==> src/sorted_byte_list_top_macros.svh <==
// Assertion macros used by the sorted byte list top level.
`ifndef SORTED_BYTE_LIST_TOP_MACROS_SVH
`define SORTED_BYTE_LIST_TOP_MACROS_SVH

// A condition that must hold at every clock edge out of reset.
`define SLB_ASSERT_ALWAYS(label, cond, msg) \
  label: assert property (@(posedge clk_i) disable iff (!rst_ni) (cond)) else $error(msg);

// A condition that must hold in the cycle after a trigger.
`define SLB_ASSERT_NEXT(label, ante, cons, msg) \
  label: assert property (@(posedge clk_i) disable iff (!rst_ni) (ante) |=> (cons)) \
    else $error(msg);

`endif

==> src/slb_pkg.sv <==
`timescale 1ns / 1ps

package slb_pkg;

  // Number of cells in the chain.
  localparam int unsigned Capacity = 32;
  localparam int unsigned CountW   = $clog2(Capacity + 1);
  localparam int unsigned KeyW     = 8;
  localparam int unsigned RankW    = 5;
  localparam int unsigned CmdW     = 2;

  typedef enum logic [CmdW-1:0] {
    CmdInsert = 2'd0,
    CmdRemove = 2'd1,
    CmdClear  = 2'd2,
    CmdRead   = 2'd3
  } cmd_e;

  // Broadcast from the control logic to every cell.
  typedef struct packed {
    logic            ins_en;
    logic            rem_en;
    logic [KeyW-1:0] key;
  } cell_ctl_t;

  // Compare results that a cell reports back.
  typedef struct packed {
    logic le;
    logic lt;
    logic eq;
  } cell_sts_t;

endpackage

==> src/slb_cell.sv <==
`timescale 1ns / 1ps

module slb_cell (
  input  logic                     clk_i,
  input  logic                     occ_i,
  input  slb_pkg::cell_ctl_t       ctl_i,
  input  logic                     left_le_i,
  input  logic [slb_pkg::KeyW-1:0] left_entry_i,
  input  logic [slb_pkg::KeyW-1:0] right_entry_i,
  output logic [slb_pkg::KeyW-1:0] entry_o,
  output slb_pkg::cell_sts_t       sts_o
);

  logic [slb_pkg::KeyW-1:0] entry_q;
  logic [slb_pkg::KeyW-1:0] entry_d;

  // Compare the broadcast key with the entry held here.
  always_comb begin
    sts_o.le = occ_i && (entry_q <= ctl_i.key);
    sts_o.lt = occ_i && (entry_q < ctl_i.key);
    sts_o.eq = occ_i && (entry_q == ctl_i.key);
  end

  // An insert shifts entries right of the slot up by one; a remove pulls them down.
  always_comb begin
    entry_d = entry_q;
    if (ctl_i.ins_en && !sts_o.le) begin
      entry_d = left_le_i ? ctl_i.key : left_entry_i;
    end else if (ctl_i.rem_en && !sts_o.lt) begin
      entry_d = right_entry_i;
    end
  end

  always_ff @(posedge clk_i) begin
    entry_q <= entry_d;
  end

  assign entry_o = entry_q;

endmodule

==> src/sorted_byte_list_top.sv <==
`timescale 1ns / 1ps
// Channel   Direction  Fields (tdata, lowest bit first)
// s_axis    in         command[1:0], key[9:2], rank[14:10], zero pad to 16 bits
// m_axis    out        ok[0], value[8:1], count[14:9], zero pad to 16 bits
//
// For each command the cells compare and shift in parallel.
// The result is held in an output register; a new command is taken whenever that
// register is empty or is being emptied in the same cycle.
// After reset the list is empty; entries themselves are not reset.
// A stall on m_axis holds the result and stops s_axis until it is taken.

`include "sorted_byte_list_top_macros.svh"

module sorted_byte_list_top (
  input  logic        clk_i,
  input  logic        rst_ni,
  input  logic        s_axis_tvalid,
  output logic        s_axis_tready,
  input  logic [15:0] s_axis_tdata,   // command, key, rank, pad
  output logic        m_axis_tvalid,
  input  logic        m_axis_tready,
  output logic [15:0] m_axis_tdata    // ok, value, count, pad
);

  localparam int unsigned N = slb_pkg::Capacity;

  logic [slb_pkg::CountW-1:0] count_q;
  logic [slb_pkg::CountW-1:0] count_d;
  logic                       out_valid_q;
  logic [15:0]                out_data_q;
  logic [15:0]                out_data_d;

  slb_pkg::cmd_e               cmd;
  logic [slb_pkg::KeyW-1:0]    key;
  logic [slb_pkg::RankW-1:0]   rank;
  logic                        accept;
  logic                        full;
  logic                        found;
  logic                        ok;
  logic [slb_pkg::KeyW-1:0]    value;
  slb_pkg::cell_ctl_t          ctl;

  logic [slb_pkg::KeyW-1:0]    entries [N];
  slb_pkg::cell_sts_t          sts     [N];
  logic [N-1:0]                eq_vec;

  // Unpack the incoming transaction.
  assign cmd  = slb_pkg::cmd_e'(s_axis_tdata[1:0]);
  assign key  = s_axis_tdata[9:2];
  assign rank = s_axis_tdata[14:10];

  assign s_axis_tready = !out_valid_q || m_axis_tready;
  assign accept        = s_axis_tvalid && s_axis_tready;

  assign full  = (count_q >= slb_pkg::CountW'(N));
  assign found = |eq_vec;

  // Control broadcast to the chain.
  always_comb begin
    ctl.key    = key;
    ctl.ins_en = accept && (cmd == slb_pkg::CmdInsert) && !full;
    ctl.rem_en = accept && (cmd == slb_pkg::CmdRemove) && found;
  end

  // The chain of cells.
  for (genvar i = 0; i < N; i++) begin : g_cell
    logic                     left_le;
    logic [slb_pkg::KeyW-1:0] left_entry;
    logic [slb_pkg::KeyW-1:0] right_entry;

    if (i == 0) begin : g_first
      assign left_le    = 1'b1;
      assign left_entry = key;
    end else begin : g_mid
      assign left_le    = sts[i-1].le;
      assign left_entry = entries[i-1];
    end

    if (i == N - 1) begin : g_last
      assign right_entry = entries[i];
    end else begin : g_inner
      assign right_entry = entries[i+1];
    end

    slb_cell u_cell (
      .clk_i        (clk_i),
      .occ_i        (slb_pkg::CountW'(i) < count_q),
      .ctl_i        (ctl),
      .left_le_i    (left_le),
      .left_entry_i (left_entry),
      .right_entry_i(right_entry),
      .entry_o      (entries[i]),
      .sts_o        (sts[i])
    );

    assign eq_vec[i] = sts[i].eq;
  end

  // Result and next count for the command.
  always_comb begin
    ok      = 1'b0;
    value   = '0;
    count_d = count_q;
    unique case (cmd)
      slb_pkg::CmdInsert: begin
        ok = !full;
        if (!full) begin
          count_d = count_q + 1'b1;
        end
      end
      slb_pkg::CmdRemove: begin
        ok = found;
        if (found) begin
          value   = key;
          count_d = count_q - 1'b1;
        end
      end
      slb_pkg::CmdClear: begin
        ok      = 1'b1;
        count_d = '0;
      end
      slb_pkg::CmdRead: begin
        if (slb_pkg::CountW'(rank) < count_q) begin
          ok    = 1'b1;
          value = entries[rank];
        end
      end
      default: begin
        ok = 1'b0;
      end
    endcase
    out_data_d = {1'b0, count_d, value, ok};
  end

  // Count and output valid.
  always_ff @(posedge clk_i or negedge rst_ni) begin
    if (!rst_ni) begin
      count_q     <= '0;
      out_valid_q <= 1'b0;
    end else begin
      if (accept) begin
        count_q <= count_d;
      end
      if (accept) begin
        out_valid_q <= 1'b1;
      end else if (m_axis_tready) begin
        out_valid_q <= 1'b0;
      end
    end
  end

  // Output payload.
  always_ff @(posedge clk_i) begin
    if (accept) begin
      out_data_q <= out_data_d;
    end
  end

  assign m_axis_tvalid = out_valid_q;
  assign m_axis_tdata  = out_data_q;

  // Checks on the list bookkeeping.
  `SLB_ASSERT_ALWAYS(a_count_bound, count_q <= slb_pkg::CountW'(N), "count beyond capacity")
  `SLB_ASSERT_NEXT(a_clear_empties, accept && cmd == slb_pkg::CmdClear, count_q == '0, "clear left entries")
  `SLB_ASSERT_NEXT(a_remove_dec, ctl.rem_en, count_q == $past(count_q) - 1'b1, "remove did not shrink list")
  `SLB_ASSERT_NEXT(a_result_count, accept, out_data_q[14:9] == count_q, "reported count differs from list")

endmodule

==> config.mk <==
export PLATFORM = sky130hd
export DESIGN_NAME = sorted_byte_list_top
export DESIGN_NICKNAME = d
export VERILOG_FILES = /design/src/slb_pkg.sv /design/src/slb_cell.sv /design/src/sorted_byte_list_top.sv
export VERILOG_INCLUDE_DIRS = /design/src /design/src/src
export SDC_FILE = /design/constraint.sdc
export NUM_CORES = 1
export LEC_CHECK = 0
export BUFFER_PORTS_ARGS = -buffer_cell sky130_fd_sc_hd__buf_2
export CAP_MARGIN = 40
export CORE_ASPECT_RATIO = 0.7
export CORE_MARGIN = 5
export CORE_UTILIZATION = 60
export DETAILED_ROUTE_END_ITERATION = 6
export PLACE_DENSITY = 0.8
export SLEW_MARGIN = 5
export SYNTH_ARGS = -nofsm -noshare
export SYNTH_HDL_FRONTEND = slang
export SYNTH_SLANG_ARGS = --single-unit
==> constraint.sdc <==
create_clock -name clk_i -period 4.25 [get_ports clk_i]
set_input_delay 0.6375 -clock clk_i [delete_from_list [all_inputs] [get_ports clk_i]]
set_output_delay 0.6375 -clock clk_i [all_outputs]
set_load 0.01 [all_outputs]
==> metrics.csv, run 1 <==
metric,value,unit
outcome,completed,
synth_area_leaders,"edfxtp_1 36%, ha_1 15%, mux2i_1 8.5%",
fillers,2821,
maxClockFrequency,248,MHz
synth_top_area_share,35.6,%
fin_area,25300,µm²
slew-limit-headroom,32.0,%
synth.distinct_cells,71,
drt_wl_total,75.9,mm
p_per_area,372,nW/µm²
cts.clk_slew.worst_paths,0.07,ns
dp_slack,0.0334,ns
grt_usage,34.8,%
startpoint_type,flop,
p_sw,3.34,mW
swShare,35.5,%
path_common_cell,buf_4,
yosysSeqAreaShare,36.4,%
initial_core_util,61.2,%
die_x,243,µm
antenna_found_initial,7,
cts_sinks,278,
utilization,67.7,%
drtIter0Drc,2585,
drc,0,
path_cells,buf_4 > ha_1 > buf_4 > a2111oi_1 > or3_1 > o2111ai_1 > nor4_2 > nand4_4 > nor2b_4 > buf_4 > and2_4 > o2bb2ai_1,
htree_levels,1,
overflow,0,
clockRootBuffer,clkbuf_16,
cts_buffer_depth,3,
multiInputGateArea,13600,µm²
grt_pass1_wl,115,mm
cap_violations,0,
finClkSkew,0.0251,ns
r2r-end,g_cell[9].u_cell.entry_o[3],
rows,59,
ios,38,
tns,0,ns
post_cts_resized,0,
crit_family,simple AND/OR/NAND/NOR gates,
cts_tree,yes,
io_buffers,35,
register_area,8310,µm²
drive_gt1_share,14.6,%
whs,0.293,ns
r2r_start,count_q[0],
pwr-share-comb,35.8,%
period_needed,4.03,ns
dp_hpwl,56.1,mm
grt_pass1_vias,19564,
max_stage_delay,0.69,ns
mostFrequentLayoutCells,"271 x edfxtp_1, 265 x ha_1, 212 x o21ai_0",
hold_path_depth,2,
mostFrequentLayoutCell,edfxtp_1,
fp.dieH,173,µm
synth_nets,2545,
period_share,94.8,%
antenna_left,0,
critPathSlowestCell,a2111oi_1,
viasPerCell,7.03,
r2r_setup_slack,0.22,ns
crit_required,4.48,ns
core,37400,µm²
p_leak,10.6,nW
num_vias,19966,
hold_viol,0,
ys_ff_latch,278,
drv_slew,0,
r2r_cells,12,
grt_max_degree,36,
first_pass_iters,7,
synthCells,2260,
cts_hold_buf,1,
area_growth,10.7,%
clockPowerShare,28.1,%
worstSkewPairLatency,0.60,ns
critPathBufInv,3,
dieArea,42100,µm²
synth_edf_count,271,
synth_ff_type,edfxtp_1,
setup_viol,0,
min_to,m_axis_tvalid,
placed_area,24300,µm²
worstMarginPinSlew,0.994,ns
crit_type,reg -> reg,
critical_path_arrival,4.26,ns
nets,2616,
hold_class,in -> reg,
syn_area,22800,µm²
synthArstFlopShare,2.52,%
place_congestion,1.01,
ir_worst_vdd,0.312,mV
yosys_warnings,0,
numCtsBuffers,30,
wl_per_cell,26.7,µm
rsz0062_at_grt,no,
setup_ws,0.222,ns
synth_largest_area_cell,edfxtp_1,
cp-end-kind,flop,
min_from,s_axis_tvalid,
cts_setup_buffers,0,
p_seq_share,36.1,%
worstPathMaxFanout,11,
p_int,6.06,mW
syn_avg_cell_area,10.1,µm²
==> cell usage after synthesis (all sizes together) (14+ instances only) <==
cell,instances
a21oi,211
nand4,64
a31oi,16
nor2,191
mux4,80
buf,57
o21ai,217
nor2b,30
or2,16
nand2,185
o21bai,17
o21a,34
a21o,55
mux2i,193
ha,265
nor3,25
edfxtp,271
nand3,14
inv,82
clkbuf,80
==> power groups by stage <==
stage	registers (mW)	logic (mW)	clock network (mW)
3_3_place_gp	3.44	3.09	0
5_1_grt	3.40	3.60	2.75
4_1_cts	3.38	3.25	2.66
6_report	3.39	3.37	2.64
2_1_floorplan	3.35	2.24	0
3_5_place_dp	3.44	3.24	0
==> worst reg2reg max path, delay by kind of cell (launching register included) <==
family,cells,cell delay (ns)
AOI/OAI and AO/OA,3,1.27
adders and majority gates,1,0.19
buffers and inverters,3,0.55
DFF,1,0.37
and+or+nand+nor,5,1.27
==> state kept, by name, indices dropped and copies added (netlist names) <==
signal and cells:
count_q 6, g_cell.u_cell.entry_o 256, m_axis_tdata 15, m_axis_tvalid 1
==> layout make-up <==
| cell class | count | share of cell area (%) |
|---|---|---|
| flip-flops and latches | 278 | 32.9 |
| multi-input cells | 1755 | 53.7 |
| well taps | 488 | 2.41 |
| repair buffers | 176 | 5.87 |
| inverters | 90 | 1.37 |
| clock inverters | 13 | 0.549 |
| diodes | 4 | 0.0396 |
| clock buffers | 37 | 3.16 |
==> per-stage QoR <==
| step | cells | power (mW) |
|---|---|---|
| after floorplan | 2260 | 5.59 |
| after global placement | 2778 | 6.53 |
| after detailed placement | 2785 | 6.68 |
| after CTS | 2836 | 9.29 |
| after global routing | 2837 | 9.76 |
| final | 2841 | 9.40 |
==> how the worst max path moves through the flow <==
stage               startpoint                      endpoint  slack [ns]  cells after the start
2_1_floorplan  s_axis_tdata[7]   g_cell[4].u_cell.entry_o[0]        0.06                     12
3_3_place_gp   s_axis_tdata[5]  g_cell[29].u_cell.entry_o[1]        0.04                     14
3_5_place_dp   s_axis_tdata[7]  g_cell[21].u_cell.entry_o[0]        0.03                     14
4_1_cts             count_q[0]   g_cell[0].u_cell.entry_o[2]        0.32                     12
5_1_grt             count_q[0]   g_cell[9].u_cell.entry_o[3]        0.07                     12
6_report            count_q[0]   g_cell[9].u_cell.entry_o[3]        0.22                     12
==> cells by family (layout without fill, tap and decap cells) <==
logic type / Yosys count / in the layout / share of synthesized area [%]
muxes: 281 / 281 / 16.7
DFF: 278 / 278 / 36.4
buffers and inverters: 227 / 316 / 4.15
AOI/OAI and AO/OA: 627 / 627 / 16.2
adders and majority gates: 265 / 265 / 14.5
and+or+nand+nor: 574 / 574 / 11.7
xor gates and xnor gates: 7 / 7 / 0.268
other: 1 / 5 / 0.0164
==> metal layers <==
metal	global-route usage [%]	share of wire, %
met1	48.6	39
met2	50.5	41
met3	10.4	14
met4	15.4	5.4
met5	0	0.043
Power figures use the tool's default switching activity.
==> run 2: changes to the inputs <==
==> constraint.sdc (replaced) <==
create_clock -name clk_i -period 5.06 [get_ports clk_i]
set_input_delay 0.759 -clock clk_i [delete_from_list [all_inputs] [get_ports clk_i]]
set_output_delay 0.759 -clock clk_i [all_outputs]
set_load 0.01 [all_outputs]
==> metrics.csv, run 2 (synthesis gave the netlist of run 1 again) <==
metric,value,unit,change
outcome,completed,,
place_congestion,1.01,,+0.74%
ios,38,,unchanged
wl_per_cell,27.6,µm,+3.3%
p_int,5.07,mW,-16%
cts_buffer_depth,3,,unchanged
htree_levels,1,,unchanged
p_sw,2.82,mW,-16%
hold_class,in -> reg,,
rows,59,,unchanged
num_vias,20060,,+0.47%
period_needed,4.69,ns,+0.664 ns
critPathBufInv,3,,unchanged
setup_ws,0.368,ns,+0.146 ns
top_usage_layer,met2,,
io_buffers,35,,unchanged
mostFrequentLayoutCells,"271 x edfxtp_1, 265 x ha_1, 212 x o21ai_0",,
worstMarginPinSlew,0.988,ns,-0.00625 ns
grt_pass1_vias,19424,,-0.72%
finClkSkew,0.0141,ns,-0.0109 ns
setup_viol,0,,unchanged
max_stage_delay,0.66,ns,-0.03 ns
clockPowerShare,29.1,%,+1.0 points
numCtsBuffers,30,,unchanged
cts.clk_slew.worst_paths,0.07,ns,about the same
largest_reg_flops,256,,unchanged
drv_slew,0,,unchanged
grt_util_met2,51.3,%,+0.86 points
grt_max_degree,47,,+31%
drt_wl_total,77.4,mm,+1.9%
p_seq_share,36.7,%,+0.6 points
worstPathMaxFanout,20,,+9
crit_required,5.36,ns,+0.88 ns
grtUsageMet1,47.8,%,-0.87 points
worstSkewPairLatency,0.60,ns,about the same
core,37400,µm²,unchanged
dieArea,42100,µm²,unchanged
drive_gt1_share,12.8,%,-1.8 points
grt_usage,35.3,%,+0.51 points
pwr-share-comb,34.1,%,-1.7 points
slew-limit-headroom,32.4,%,+0.43 points
crit_type,reg -> reg,,
grt_pass1_wl,116,mm,+0.62%
nets,2577,,-1.5%
viasPerCell,7.15,,+1.8%
die_x,243,µm,unchanged
clockRootBuffer,clkbuf_16,,
post_cts_resized,0,,unchanged
mostFrequentLayoutCell,edfxtp_1,,
path_common_cell,buf_4,,
dp_hpwl,55.1,mm,-1.7%
critical_path_arrival,4.99,ns,+0.73 ns
gr-usage-met3,12.2,%,+1.8 points
initial_core_util,61.2,%,unchanged
antenna_found_initial,4,,-3
p_per_area,317,nW/µm²,-15%
cts_sinks,278,,unchanged
cp-end-kind,flop,,
crit_family,compound AO/OA/AOI/OAI gates,,
critPathSlowestCell,a211oi_1,,
hold_viol,0,,unchanged
tns,0,ns,unchanged
startpoint_type,flop,,
period_share,92.7,%,-2.0 points
dp_slack,0.176,ns,+0.142 ns
path_cells,inv_1 > ha_1 > nand2b_1 > a211oi_1 > a2111oi_2 > and4_1 > nand4_4 > nor2b_4 > nand2_1 > buf_4 > o21ai_0 > buf_4,,
overflow,0,,unchanged
area_growth,8.87,%,
fp.dieH,173,µm,unchanged
rsz0062_at_grt,no,,
antenna_left,0,,unchanged
cap_violations,0,,unchanged
maxClockFrequency,213,MHz,-14%
swShare,35.8,%,+0.25 points
r2r_setup_slack,0.37,ns,+0.15 ns
first_pass_iters,6,,-1
p_leak,10.4,nW,-2.3%
ir_worst_vdd,0.295,mV,-5.3%
drc,0,,unchanged
drtIter0Drc,3178,,+23%
cts_tree,yes,,
[run 2: cell type report]
cell class	instances	area, µm²
tap	488	611
fill	2884	12500
timing repair buffer	137	1040
antenna	1	2.50
sequential	278	8310
clock inverter	11	125
inverter	90	338
clock buffer	44	855
multi-input combinational	1755	13600
[run 2: through the flow]
stage | instances | util (%) | hold slack, ns | power, mW | area (µm²)
floorplan | 2260 | - | 0.463 | 4.70 | 22800
global placement | 2738 | 63.7 | 0.503 | 5.37 | 23800
detailed placement | 2746 | 63.9 | 0.534 | 5.51 | 23900
CTS | 2802 | 66.6 | 0.372 | 7.78 | 24900
global route | 2803 | 66.6 | 0.422 | 8.16 | 24900
finish | 2804 | 66.6 | 0.384 | 7.89 | 24900
[run 2: power by group through the flow]
| stage | Clock, mW | Combinational (mW) | Sequential, mW |
|---|---|---|---|
| 2_1_floorplan | 0 | 1.88 | 2.82 |
| 3_3_place_gp | 0 | 2.45 | 2.93 |
| 3_5_place_dp | 0 | 2.57 | 2.93 |
| 4_1_cts | 2.30 | 2.60 | 2.88 |
| 5_1_grt | 2.39 | 2.87 | 2.90 |
| 6_report | 2.30 | 2.69 | 2.90 |
[run 2: timing repair]
action,4_1_cts,5_1_grt
hold buffers,1,0
hold endpoints to repair,7,0
setup buffers,0,0
[run 2: layer usage]
metal	routed length (µm)	up-vias	part of all wire (%)
li1	-	8633	-
met1	28700	9493	37
met2	32300	1590	42
met3	11900	338	15
met4	4410	6	5.7
met5	44	-	0.057
[run 2: worst paths after layout]
kind | start | cells after the start | to
max in group asynchronous | rst_ni | 2 | count_q[2]
min in group asynchronous | rst_ni | 2 | count_q[4]
min | s_axis_tvalid | 2 | m_axis_tvalid
max | count_q[0] | 12 | g_cell[23].u_cell.entry_o[2]
max reg2reg | count_q[0] | 12 | g_cell[23].u_cell.entry_o[2]
min reg2reg | m_axis_tvalid | 2 | m_axis_tvalid
